$ cat config.mk
export PLATFORM = sky130hd
export DESIGN_NAME = jml_cfg
export DESIGN_NICKNAME = d
export VERILOG_FILES = /design/src/jml_pkg.sv /design/src/jml_cfg.sv
export SDC_FILE = /design/constraint.sdc
export NUM_CORES = 1
export LEC_CHECK = 0
export BUFFER_PORTS_ARGS = -buffer_cell sky130_fd_sc_hd__buf_2
export CAP_MARGIN = 40
export CORE_MARGIN = 2
export CORE_UTILIZATION = 25
export CTS_CLUSTER_SIZE = 12
export DETAILED_ROUTE_END_ITERATION = 10
export PLACE_DENSITY_LB_ADDON = 0.12
export SLEW_MARGIN = 20
export SYNTH_ARGS = -nofsm -noshare
export SYNTH_HDL_FRONTEND = slang
export SYNTH_SLANG_ARGS = --single-unit
$ cat constraint.sdc
create_clock -name clk -period 1.85 [get_ports clk]
set_clock_uncertainty 0.1 [all_clocks]
set_input_delay 0.37 -clock clk [delete_from_list [all_inputs] [get_ports clk]]
set_output_delay 0.37 -clock clk [all_outputs]
set_load 0.01 [all_outputs]
$ cat src/jml_pkg.sv
`timescale 1ns / 1ps

package jml_pkg;

  // Fixed-point format of all velocity, position and limit values
  localparam int FRAC_BITS  = 16;
  localparam int DATA_W     = 32;
  localparam int CFG_IDX_W  = 3;

  // Command kinds
  typedef enum logic [1:0] {
    KIND_SPEED = 2'd0,
    KIND_ACCEL = 2'd1,
    KIND_BRAKE = 2'd2,
    KIND_POS   = 2'd3
  } kind_t;

  // Register indexes of the configuration port
  typedef enum logic [CFG_IDX_W-1:0] {
    REG_UPPER = 3'd0,
    REG_LOWER = 3'd1,
    REG_SPEED = 3'd2,
    REG_ACCEL = 3'd3,
    REG_MULT  = 3'd4,
    REG_STEP  = 3'd5
  } reg_idx_t;

  // Configuration seen by the datapath
  typedef struct packed {
    logic [31:0] upper_limit;
    logic [31:0] lower_limit;
    logic [30:0] speed_limit;
    logic [30:0] accel_limit;
    logic [30:0] speed_multiplier;
    logic [15:0] time_step;
    logic        unlimited;
    logic [30:0] accel_eff;
  } cfg_t;

endpackage

$ cat src/jml_cfg.sv
`timescale 1ns / 1ps

module jml_cfg (
  input  logic                           clk,
  input  logic                           rst_n,
  input  logic                           cfg_wr_en,
  input  logic [jml_pkg::CFG_IDX_W-1:0]  cfg_index,
  input  logic [jml_pkg::DATA_W-1:0]     cfg_wr_data,
  output jml_pkg::cfg_t                  cfg
);

  logic [31:0] upper_r;
  logic [31:0] lower_r;
  logic [30:0] speed_r;
  logic [30:0] accel_r;
  logic [30:0] mult_r;
  logic [15:0] step_r;

  // Decode writes; indexes past the list are dropped
  always_ff @(posedge clk) begin
    if (!rst_n) begin
      upper_r <= 32'd0;
      lower_r <= 32'd0;
      speed_r <= 31'd0;
      accel_r <= 31'd65536;
      mult_r  <= 31'd65536;
      step_r  <= 16'd66;
    end else if (cfg_wr_en) begin
      unique case (cfg_index)
        jml_pkg::REG_UPPER: upper_r <= cfg_wr_data;
        jml_pkg::REG_LOWER: lower_r <= cfg_wr_data;
        jml_pkg::REG_SPEED: speed_r <= cfg_wr_data[30:0];
        jml_pkg::REG_ACCEL: accel_r <= cfg_wr_data[30:0];
        jml_pkg::REG_MULT:  mult_r  <= cfg_wr_data[30:0];
        jml_pkg::REG_STEP:  step_r  <= cfg_wr_data[15:0];
        default: ;
      endcase
    end
  end

  // Publish registers with the derived flags
  always_comb begin
    cfg.upper_limit      = upper_r;
    cfg.lower_limit      = lower_r;
    cfg.speed_limit      = speed_r;
    cfg.accel_limit      = accel_r;
    cfg.speed_multiplier = mult_r;
    cfg.time_step        = step_r;
    cfg.unlimited        = (upper_r == 32'd0) && (lower_r == 32'd0);
    cfg.accel_eff        = (accel_r == 31'd0) ? 31'd1 : accel_r;
  end

endmodule

==> results of run 1 <==
-- power by group through the flow --
| stage | registers [mW] | clock network [mW] | logic [mW] |
|---|---|---|---|
| floorplan | 3.97 | 0 | 0.294 |
| global placement | 3.94 | 0 | 0.765 |
| detailed placement | 3.94 | 0 | 0.763 |
| CTS | 3.86 | 3.90 | 0.779 |
| global route | 3.87 | 4.06 | 0.837 |
| finish | 3.86 | 3.79 | 0.763 |
-- placed cells by master, fill, tap and decap left out, types with 2 or more instances in the layout --
cell type and instances:
sky130_fd_sc_hd__dfxtp_2 9, sky130_fd_sc_hd__a21boi_0 107, sky130_fd_sc_hd__nand4_1 6, sky130_fd_sc_hd__and4bb_2 3
sky130_fd_sc_hd__nand4b_1 2, sky130_fd_sc_hd__clkinvlp_4 3, sky130_fd_sc_hd__nor4_4 7, sky130_fd_sc_hd__nor4_1 13
sky130_fd_sc_hd__nand3_1 4, sky130_fd_sc_hd__nand2_1 346, sky130_fd_sc_hd__nand4bb_2 3, sky130_fd_sc_hd__nor4_2 4
sky130_fd_sc_hd__buf_12 12, sky130_fd_sc_hd__and4b_1 2, sky130_fd_sc_hd__clkbuf_16 17, sky130_fd_sc_hd__bufinv_16 2
sky130_fd_sc_hd__inv_8 4, sky130_fd_sc_hd__buf_2 240, sky130_fd_sc_hd__buf_4 78, sky130_fd_sc_hd__inv_6 4
sky130_fd_sc_hd__dfxtp_1 164, sky130_fd_sc_hd__a21boi_1 62
-- worst paths after layout --
| check | from | to | slack (ps) | depth (start not counted) |
|---|---|---|---|---|
| hold / removal | cfg_wr_data[31] | upper_r[31] | 130 | 3 |
| setup reg to reg | accel_r[18] | accel_r[18] | 950 | 3 |
| hold reg to reg | mult_r[19] | mult_r[19] | 350 | 2 |
| setup / recovery | upper_r[19] | cfg[31] | -460 | 5 |
-- flip-flops by register name (all words and copies together), names as in the netlist --
name,count
lower_r,32
upper_r,32
accel_r,31
mult_r,31
speed_r,31
step_r,16
-- worst min-delay path, cell delays in order --
cell and delay, ps:
sky130_fd_sc_hd__buf_2 130, sky130_fd_sc_hd__nand2_1 60, sky130_fd_sc_hd__a21boi_1 50
-- timing repair --
action                     CTS  global route
pin swaps                    9             1
resized for setup           22             6
hold buffers                 0             0
setup endpoints to repair    2             2
-- cells by family after synthesis --
kind of cell,share of synthesized area [%]
AND/OR/NAND/NOR,24.3
buffers and inverters,5.96
AO/OA/AOI/OAI,18.8
flip-flops,50.9
-- area by class of cell --
cell class / count / area [µm²]
Clock inverter: 14 / 179
Clock buffer: 18 / 429
Tap cell: 341 / 427
Sequential cell: 173 / 3470
Fill cell: 2838 / 17200
Timing Repair Buffer: 331 / 2040
Multi-Input combinational cell: 563 / 3080
-- metal layers --
metal  track usage (%)  up-vias  part of all wire, %
li1                  -     3210                    -
met1              24.4     2958                   48
met2              28.6      156                   45
met3              4.61       12                  6.1
met4              3.60        0                 0.71
met5                 0        -                    0
-- stage by stage --
stage	setup TNS (ps)	instance area (µm²)	util, %
2_1_floorplan	0	6800	-
3_3_place_gp	-291	8870	33.1
3_5_place_dp	-300	8870	33.1
4_1_cts	-843	9580	35.8
5_1_grt	-911	9620	35.9
6_report	-688	9620	35.9
==> flow_metrics.tcl, run 1 <==
set metrics [dict create \
    final.period_utilization_pct 125 \
    critPathLaunchType "register" \
    synth.top_cells.by_count "346 x sky130_fd_sc_hd__nand2_1, 173 x sky130_fd_sc_hd__dfxtp_1, 107 x sky130_fd_sc_hd__a21boi_0" \
    postSynth.asyncResetShare_pct 0 \
    post_layout_nonfiller_instances 1440 \
    min_period_ps 2310 \
    cts-htree-levels 4 \
    leading_area_contributor_after_synthesis "sky130_fd_sc_hd__dfxtp_1" \
    syn2layout_area_growth_pct 41.5 \
    timing.critical_path.slowest_stage_cell "sky130_fd_sc_hd__dfxtp_2" \
    dp_slack_ps -300 \
    clock_pin_slew_of_the_registers_on_the_worst_case_setup_and_hold_paths_ps 70 \
    floorplan.die_area_um2 28500 \
    ys_types 19 \
    postSynthAreaPerCell_um2 8.23 \
    gp_congestion 0.737 \
    floorplan.initialDensity_pct 25.4 \
    cp_top_family "simple AND/OR/NAND/NOR gates" \
    power_report.internal_total_mw 6.19 \
    postRouteWirelength_um 25600 \
    min-delay-path-class "input pin to register" \
    netlist_top_cells_area "sky130_fd_sc_hd__dfxtp_1 51%, sky130_fd_sc_hd__nand2_1 19%, sky130_fd_sc_hd__a21boi_0 12%" \
    grt_setup_unrepaired "yes" \
    detail_route.first_pass.iterations 4 \
    vias 6336 \
    tightest_slew_ps 355 \
    endpoint_kind "primary output" \
    seq_area_frac_synth_pct 50.9 \
    failed_checks "negative setup slack" \
    leakagePower_nw 4.22 \
    antennaDiodeCount 0 \
    synth-edff-count 0 \
    std_cell_rows 60 \
    hpwl_um 18000 \
    finalHoldViolations 0 \
    routedWlPerCell_um 17.8 \
    synth_fp_nets 864 \
    grt_max_degree 70 \
    die_x_um 169 \
    swShare_pct 26.4 \
    number_of_antenna_violations_at_the_first_check_in_global_routing 0 \
    worstPathMaxFanout 2 \
    via_per_inst 4.40 \
    cts_inserted_buffers 17 \
    relative_contribution_of_sequential_cells_to_total_power_pct 45.9 \
    synth_most_common_cell "sky130_fd_sc_hd__nand2_1" \
    synthesized_cell_area_um2 6800 \
    grt_pass1_vias 6168 \
    clock_tree_from_tritoncts "yes" \
    synthesis.instances 826 \
    floorplan.io_pins 243 \
    total_of_buffers_placed_on_input_and_output_ports 242 \
    timing.max_cap.violations 0 \
    antenna_left 0 \
    fin_nets 1124 \
    initialDrtViolationCount 300 \
    globalRouteTotalUtil_pct 17.9 \
    p_per_cell_area_nw_per_um2 874 \
    power.share.combinational_pct 9.1 \
    placed_cells 1409 \
    cts.sinks 173 \
    max_freq_mhz 432 \
    grt_first_pass_wirelength_um 38700 \
    timing.final.max_slew_violations 0 \
    post_route_cells_drive_above_1_share_pct 35.4 \
    final-setup-viol-count 2 \
    net-switching-power_mw 2.22 \
    crit_arrival_ps 1840 \
    irDropWorstVdd_uv 471 \
    holdWs_ps 134 \
    route.detailed.drc 0 \
    ctsLongestPathBuffers 2 \
    synth.ff_latch_count 173 \
    worst_path_largest_cell_delay_ps 340 \
    dieHeight_um 169 \
    critical_path_required_ps 1380 \
    synth_ff_type "sky130_fd_sc_hd__dfxtp_1" \
    post_cts.repair.setup_buffers 0 \
    fp.coreArea_um2 26800 \
    timing.setup.critical_path_class "register to primary output" \
    crit_chain "nor4_4 > nand4_1 > nor4_2 > buf_4 > buf_6" \
    clk_latency_ps 410 \
    total_power_mw 8.41 \
    remaining_max_slew_budget_at_the_tightest_pin_pct 76.1 \
    power.share.clock_pct 45.0 \
    cp.buffers_inverters 2 \
    outcome "finished with violations" \
    grt_remaining_overflow 0 \
    yosys_warns 0 \
    finalWorstSetupSlack_ps -464 \
    cts_root_buffer "sky130_fd_sc_hd__clkbuf_16" \
    synthDominantCellAreaShare_pct 50.9 \
]
No activity file was read; power rests on OpenSTA's default activity.
==> inputs of run 2 (changes only) <==
- ABC_AREA: unset -> 1
- CTS_CLUSTER_SIZE: 12 -> unset
==> run 2 against run 1 <==
  * Routed wire length shrank 6.9%
  * Clock-buffer cell count shrank 1
  * The run still ends with negative setup slack left
  * Critical path type unchanged
  * Clock power is essentially flat
  * Combinational power grew 18%
  * Synthesized area shrank 4.5%
  * Sequential share of layout area grew 3.7 points
  * Die area shrank 4.4%
  * Critical endpoint unchanged
  * Synthesized cell count grew 5.3%
  * Flip-flop and latch count is the same
  * Register-to-register slack gained 50 ps
  * Highest routed layer unchanged
  * Largest power group unchanged
==> flow_metrics.tcl, run 2 <==
set metrics [dict create \
    outcome "finished with violations" \
    failed_checks "negative setup slack" \
    number_of_antenna_violations_at_the_first_check_in_global_routing 1 \
    fp.coreArea_um2 25300 \
    floorplan.io_pins 243 \
    power_report.internal_total_mw 6.26 \
    relative_contribution_of_sequential_cells_to_total_power_pct 45.5 \
    synth.top_cells.by_count "282 x sky130_fd_sc_hd__nor2_1, 173 x sky130_fd_sc_hd__dfxtp_1, 139 x sky130_fd_sc_hd__o21ai_0" \
    synth.ff_latch_count 173 \
    critical_path_required_ps 1380 \
    hpwl_um 16800 \
    swShare_pct 27.6 \
    final.period_utilization_pct 104 \
    cts_inserted_buffers 17 \
    postLayoutCoreUtil_pct 34.8 \
    final_common_cell "sky130_fd_sc_hd__nor2_1" \
    die_x_um 165 \
    largest_registers "lower_r: 32 flops, upper_r: 32 flops" \
    postRouteWirelength_um 23800 \
    synthesized_cell_area_um2 6490 \
    tightest_slew_ps 563 \
    setup-tns-final_ps -131 \
    min-delay-path-class "input pin to register" \
    globalRouteTotalUtil_pct 17.2 \
    finalHoldViolations 0 \
    fin_nets 1119 \
    initialDrtViolationCount 343 \
    dieHeight_um 165 \
    maxUsedRoutingLayer "met4" \
    cts_root_buffer "sky130_fd_sc_hd__clkbuf_16" \
    grt_setup_unrepaired "yes" \
    holdWs_ps 124 \
    synthDominantCellAreaShare_pct 53.3 \
    synth_most_common_cell "sky130_fd_sc_hd__nor2_1" \
    timing.final.max_slew_violations 0 \
    min_period_ps 1930 \
    synth-edff-count 0 \
    post_route_cells_drive_above_1_share_pct 34.6 \
    timing.setup.critical_path_class "register to primary output" \
    floorplan.die_area_um2 27300 \
    crit_arrival_ps 1460 \
    seq_area_frac_synth_pct 53.3 \
    netlist_top_cells_area "sky130_fd_sc_hd__dfxtp_1 53%, sky130_fd_sc_hd__nor2_1 16%, sky130_fd_sc_hd__o21ai_0 11%" \
    synthesis.instances 870 \
    fill_cells 2790 \
    route.detailed.drc 0 \
    routedWlPerCell_um 16.7 \
    final-setup-viol-count 2 \
    clock_tree_from_tritoncts "yes" \
    syn2layout_area_growth_pct 35.7 \
    grt_first_pass_wirelength_um 34700 \
    met2RoutedLength_um 10800 \
    max_freq_mhz 518 \
    ys_types 21 \
    grt_pass1_vias 5722 \
    synth_fp_nets 908 \
    via_per_inst 4.37 \
    gp_congestion 0.753 \
    post_layout_nonfiller_instances 1424 \
    std_cell_rows 58 \
    timing.max_cap.violations 0 \
    grt_remaining_overflow 0 \
    yosys_warns 0 \
    postSynth.asyncResetShare_pct 0 \
    irDropWorstVdd_uv 456 \
    worst_path_largest_cell_delay_ps 340 \
    cp.buffers_inverters 1 \
    remaining_max_slew_budget_at_the_tightest_pin_pct 62.2 \
    leading_area_contributor_after_synthesis "sky130_fd_sc_hd__dfxtp_1" \
    power.share.combinational_pct 10.4 \
    floorplan.initialDensity_pct 25.6 \
    placed_cells 1378 \
    power.share.clock_pct 44.1 \
    worstPathMaxFanout 3 \
    dp_slack_ps 149 \
    net-switching-power_mw 2.38 \
    postSynthAreaPerCell_um2 7.47 \
    hold_buffers 0 \
    final_cell_mix "269 x sky130_fd_sc_hd__nor2_1, 241 x sky130_fd_sc_hd__buf_2, 142 x sky130_fd_sc_hd__dfxtp_1" \
    leakagePower_nw 4.13 \
    antenna_left 0 \
    detail_route.first_pass.iterations 5 \
    finalWorstSetupSlack_ps -80.2 \
    crit_chain "nor2_2 > and2_4 > nand2_1 > nor2_4 > nand2_1 > nor2_1 > buf_2" \
    synth_ff_type "sky130_fd_sc_hd__dfxtp_1" \
    cts-htree-levels 4 \
    route.met3.wl_um 1130 \
    antennaDiodeCount 0 \
    critPathLaunchType "register" \
    vias 6225 \
    endpoint_kind "primary output" \
    clock_pin_slew_of_the_registers_on_the_worst_case_setup_and_hold_paths_ps 70 \
    met1_length_um 11600 \
    cp_top_family "simple AND/OR/NAND/NOR gates" \
    timing.critical_path.slowest_stage_cell "sky130_fd_sc_hd__dfxtp_2" \
    clk_latency_ps 420 \
    cts.sinks 173 \
    ctsLongestPathBuffers 2 \
    p_per_cell_area_nw_per_um2 981 \
    total_of_buffers_placed_on_input_and_output_ports 242 \
    grt_max_degree 65 \
    crit_top_cell "sky130_fd_sc_hd__nand2_1" \
]
-- run 2: cell count changes in the layout (fill, tap and decap cells not counted), moves of 22 or more --
cell,change
sky130_fd_sc_hd__nand2_1,-295
sky130_fd_sc_hd__nor2_1,+269
sky130_fd_sc_hd__o21ai_0,+138
sky130_fd_sc_hd__a21boi_0,-107
sky130_fd_sc_hd__a21boi_1,-62
sky130_fd_sc_hd__buf_4,-55
sky130_fd_sc_hd__a21oi_1,+50
sky130_fd_sc_hd__inv_1,+31
sky130_fd_sc_hd__dfxtp_1,-22
-- run 2: cell families after synthesis --
group	count (synthesis)	share of synthesized area, %
AOI/OAI and AO/OA	208	16.0
buffers and inverters	129	9.00
DFF	173	53.3
and+or+nand+nor	360	21.7
-- run 2: power by group through the flow --
stage / clock network, mW / registers [mW] / logic, mW
2_1_floorplan: 0 / 4.07 / 0.403
3_3_place_gp: 0 / 4.02 / 0.867
3_5_place_dp: 0 / 4.02 / 0.870
4_1_cts: 3.94 / 3.93 / 0.905
5_1_grt: 4.09 / 3.95 / 1.01
6_report: 3.81 / 3.93 / 0.898
-- run 2: worst register-to-register path, stage by stage, from the launching register on --
cell                      delay, ps
sky130_fd_sc_hd__dfxtp_4        360
sky130_fd_sc_hd__buf_4          130
sky130_fd_sc_hd__nand2_1         50
sky130_fd_sc_hd__a21oi_1        130
-- run 2: final cells by class --
cell class                 count  area (µm²)  area share, %
multi-input combinational    568        2530           28.7
timing repair buffer         273        1560           17.7
clock inverter                15         198           2.24
sequential                   173        3510           39.8
tap                          330         413           4.69
clock buffer                  17         425           4.83
inverter                      48         180           2.04
-- run 2: path summary, 6_finish.rpt --
| kind | start | to | slack (ps) | cells past startpoint |
|---|---|---|---|---|
| setup reg to reg | accel_r[4] | accel_r[4] | 1000 | 3 |
| setup / recovery | lower_r[31] | cfg[31] | -80 | 7 |
| hold reg to reg | upper_r[20] | upper_r[20] | 350 | 2 |
| hold / removal | rst_n | accel_r[16] | 120 | 2 |
-- run 2: layer usage --
layer  GRT usage, %  vias up
met1           24.3     2845
met3           2.95       15
li1               -     3176
met2           27.2      189
met5              0        -
met4           4.51        0
-- run 2: per-stage QoR --
stage | area, µm² | total power [mW]
global route | 8810 | 9.05
finish | 8810 | 8.64
global placement | 7960 | 4.89
floorplan | 6490 | 4.47
CTS | 8730 | 8.77
detailed placement | 7960 | 4.89
-- run 2: repair_timing --
action,4_1_cts,5_1_grt
cloned,0,0
pin swaps,16,11
resized for setup,34,37
buffers inserted,12,2
endpoints found under the setup margin,2,2
==> inputs of run 3 (changes only) <==
- CELL_PAD_IN_SITES_DETAIL_PLACEMENT: unset -> 0
- CELL_PAD_IN_SITES_GLOBAL_PLACEMENT: unset -> 2
==> run 3 against run 2 <==
  * The flow still finishes with violations (negative setup slack)
  * Non-clock buffer count is 3 lower
  * Register-to-register slack better by 20 ps
  * Core utilization decreased by 0.55 points
  * Combinational power shrank 2%
  * Clock-buffer cell count grew 2
  * Flip-flop and latch count stayed put
  * Die area stayed put
  * Power down 1.5%
  * First-iteration DRC count increased by 24%
  * Cell count fell by 0.14%
  * Critical endpoint unchanged
==> flow_metrics.tcl, run 3 (synthesized netlist as in run 2, its figures left out) <==
set metrics [dict create \
    fin_nets 1116 \
    ctsLongestPathBuffers 2 \
    setup-tns-final_ps -155 \
    endpoint_kind "primary output" \
    cts_root_buffer "sky130_fd_sc_hd__clkbuf_16" \
    timing.critical_path.slowest_stage_cell "sky130_fd_sc_hd__dfxtp_1" \
    route.detailed.drc 0 \
    worstPathMaxFanout 2 \
    remaining_max_slew_budget_at_the_tightest_pin_pct 64.1 \
    final-setup-viol-count 2 \
    floorplan.die_area_um2 27300 \
    max_freq_mhz 510 \
    routedWlPerCell_um 17.1 \
    grt_first_pass_wirelength_um 35600 \
    failed_checks "negative setup slack" \
    grt_remaining_overflow 0 \
    power_report.internal_total_mw 6.23 \
    total_of_buffers_placed_on_input_and_output_ports 242 \
    clock_tree_from_tritoncts "yes" \
    crit_arrival_ps 1490 \
    finalHoldViolations 0 \
    via_per_inst 4.34 \
    final.period_utilization_pct 106 \
    critPathLaunchType "register" \
    relative_contribution_of_sequential_cells_to_total_power_pct 46.2 \
    p_per_cell_area_nw_per_um2 982 \
    vias 6178 \
    largest_registers "lower_r: 32 flops, upper_r: 32 flops" \
    dieHeight_um 165 \
    worst_path_largest_cell_delay_ps 320 \
    total_power_mw 8.52 \
    timing.setup.critical_path_class "register to primary output" \
    grt_pass1_vias 5793 \
    detail_route.first_pass.iterations 5 \
    net-switching-power_mw 2.28 \
    postRouteWirelength_um 24400 \
    cts-htree-levels 4 \
    initialDrtViolationCount 425 \
    clk_latency_ps 420 \
    timing.final.max_slew_violations 0 \
    fp.coreArea_um2 25300 \
    hold_buffers 0 \
    swShare_pct 26.8 \
    floorplan.io_pins 243 \
    grt_max_degree 63 \
    globalRouteTotalUtil_pct 17.7 \
    cts_inserted_buffers 17 \
    grt_setup_unrepaired "yes" \
    hpwl_um 17300 \
    finalWorstSetupSlack_ps -112 \
    number_of_antenna_violations_at_the_first_check_in_global_routing 2 \
    syn2layout_area_growth_pct 33.5 \
    die_x_um 165 \
    tightest_slew_ps 535 \
    min-delay-path-class "input pin to register" \
    timing.max_cap.violations 0 \
    crit_chain "inv_1 > nand2_1 > nor2_2 > nand2_2 > nor2_2 > nand2_1 > nor2_1 > buf_2" \
    power.share.combinational_pct 10.3 \
    post_route_cells_drive_above_1_share_pct 31.6 \
    critical_path_required_ps 1380 \
    floorplan.initialDensity_pct 25.6 \
    leakagePower_nw 4.04 \
    final_common_cell "sky130_fd_sc_hd__nor2_1" \
    clock_pin_slew_of_the_registers_on_the_worst_case_setup_and_hold_paths_ps 70 \
    std_cell_rows 58 \
    gp_congestion 0.748 \
    outcome "finished with violations" \
    min_period_ps 1960 \
    irDropWorstVdd_uv 463 \
    antenna_left 0 \
    final_cell_mix "269 x sky130_fd_sc_hd__nor2_1, 241 x sky130_fd_sc_hd__buf_2, 155 x sky130_fd_sc_hd__dfxtp_1" \
    cts.sinks 173 \
    power.share.clock_pct 43.4 \
    dp_slack_ps 183 \
]
-- run 3: cell types whose count changed in the layout (fill, tap and decap cells not counted), sizes merged --
cell / delta
clkinvlp: +1
diode: +1
clkbuf: +2
buf: -3
clkinv: -2
inv: -1
-- run 3: final timing paths --
| check | from | end | slack (ps) | cells past startpoint |
|---|---|---|---|---|
| setup / recovery | upper_r[18] | cfg[31] | -110 | 8 |
| hold reg to reg | upper_r[19] | upper_r[19] | 360 | 2 |
| setup reg to reg | upper_r[12] | upper_r[12] | 1020 | 3 |
| hold / removal | cfg_wr_data[31] | upper_r[31] | 130 | 3 |
-- run 3: power by group through the flow --
| stage | Combinational [mW] | Sequential [mW] | Clock (mW) |
|---|---|---|---|
| floorplan | 0.403 | 4.07 | 0 |
| global placement | 0.878 | 4.02 | 0 |
| detailed placement | 0.877 | 4.02 | 0 |
| CTS | 0.896 | 3.94 | 3.82 |
| global route | 0.989 | 3.95 | 3.96 |
| finish | 0.880 | 3.94 | 3.70 |
-- run 3: per-layer routing --
metal | wire length, µm | track usage (%) | up-vias
met5 | 0 | 0 | -
met3 | 1220 | 3.72 | 7
li1 | - | - | 3172
met4 | 123 | 3.20 | 0
met1 | 12200 | 25.4 | 2824
met2 | 10900 | 27.6 | 175
-- run 3: repair_timing --
item,CTS,global route
setup endpoints to repair,2,2
endpoints found under the hold margin,0,0
gates resized for setup,16,20
pin swaps,9,8
setup buffers,7,1
-- run 3: cell type report --
class	instances	area [µm²]
antenna	1	2.50
clock buffer	19	443
clock inverter	13	153
fill	2799	16700
inverter	48	180
multi-input combinational	568	2480
sequential	173	3490
tap	330	413
timing repair buffer	270	1510
-- run 3: critical path: cells and delay by family, from the launching register on --
kind / cells / cell delay, ps
DFF: 1 / 320
and+or+nand+nor: 6 / 540
buffers and inverters: 2 / 200
-- run 3: metrics by stage --
step           instances  hold slack [ps]  utilization, %  cell area [µm²]
2_1_floorplan        870              383               -             6490
3_3_place_gp        1381              354            31.4             7960
3_5_place_dp        1381              359            31.4             7960
4_1_cts             1420             99.9            34.1             8630
5_1_grt             1421              172            34.2             8670
6_report            1422              125            34.2             8670
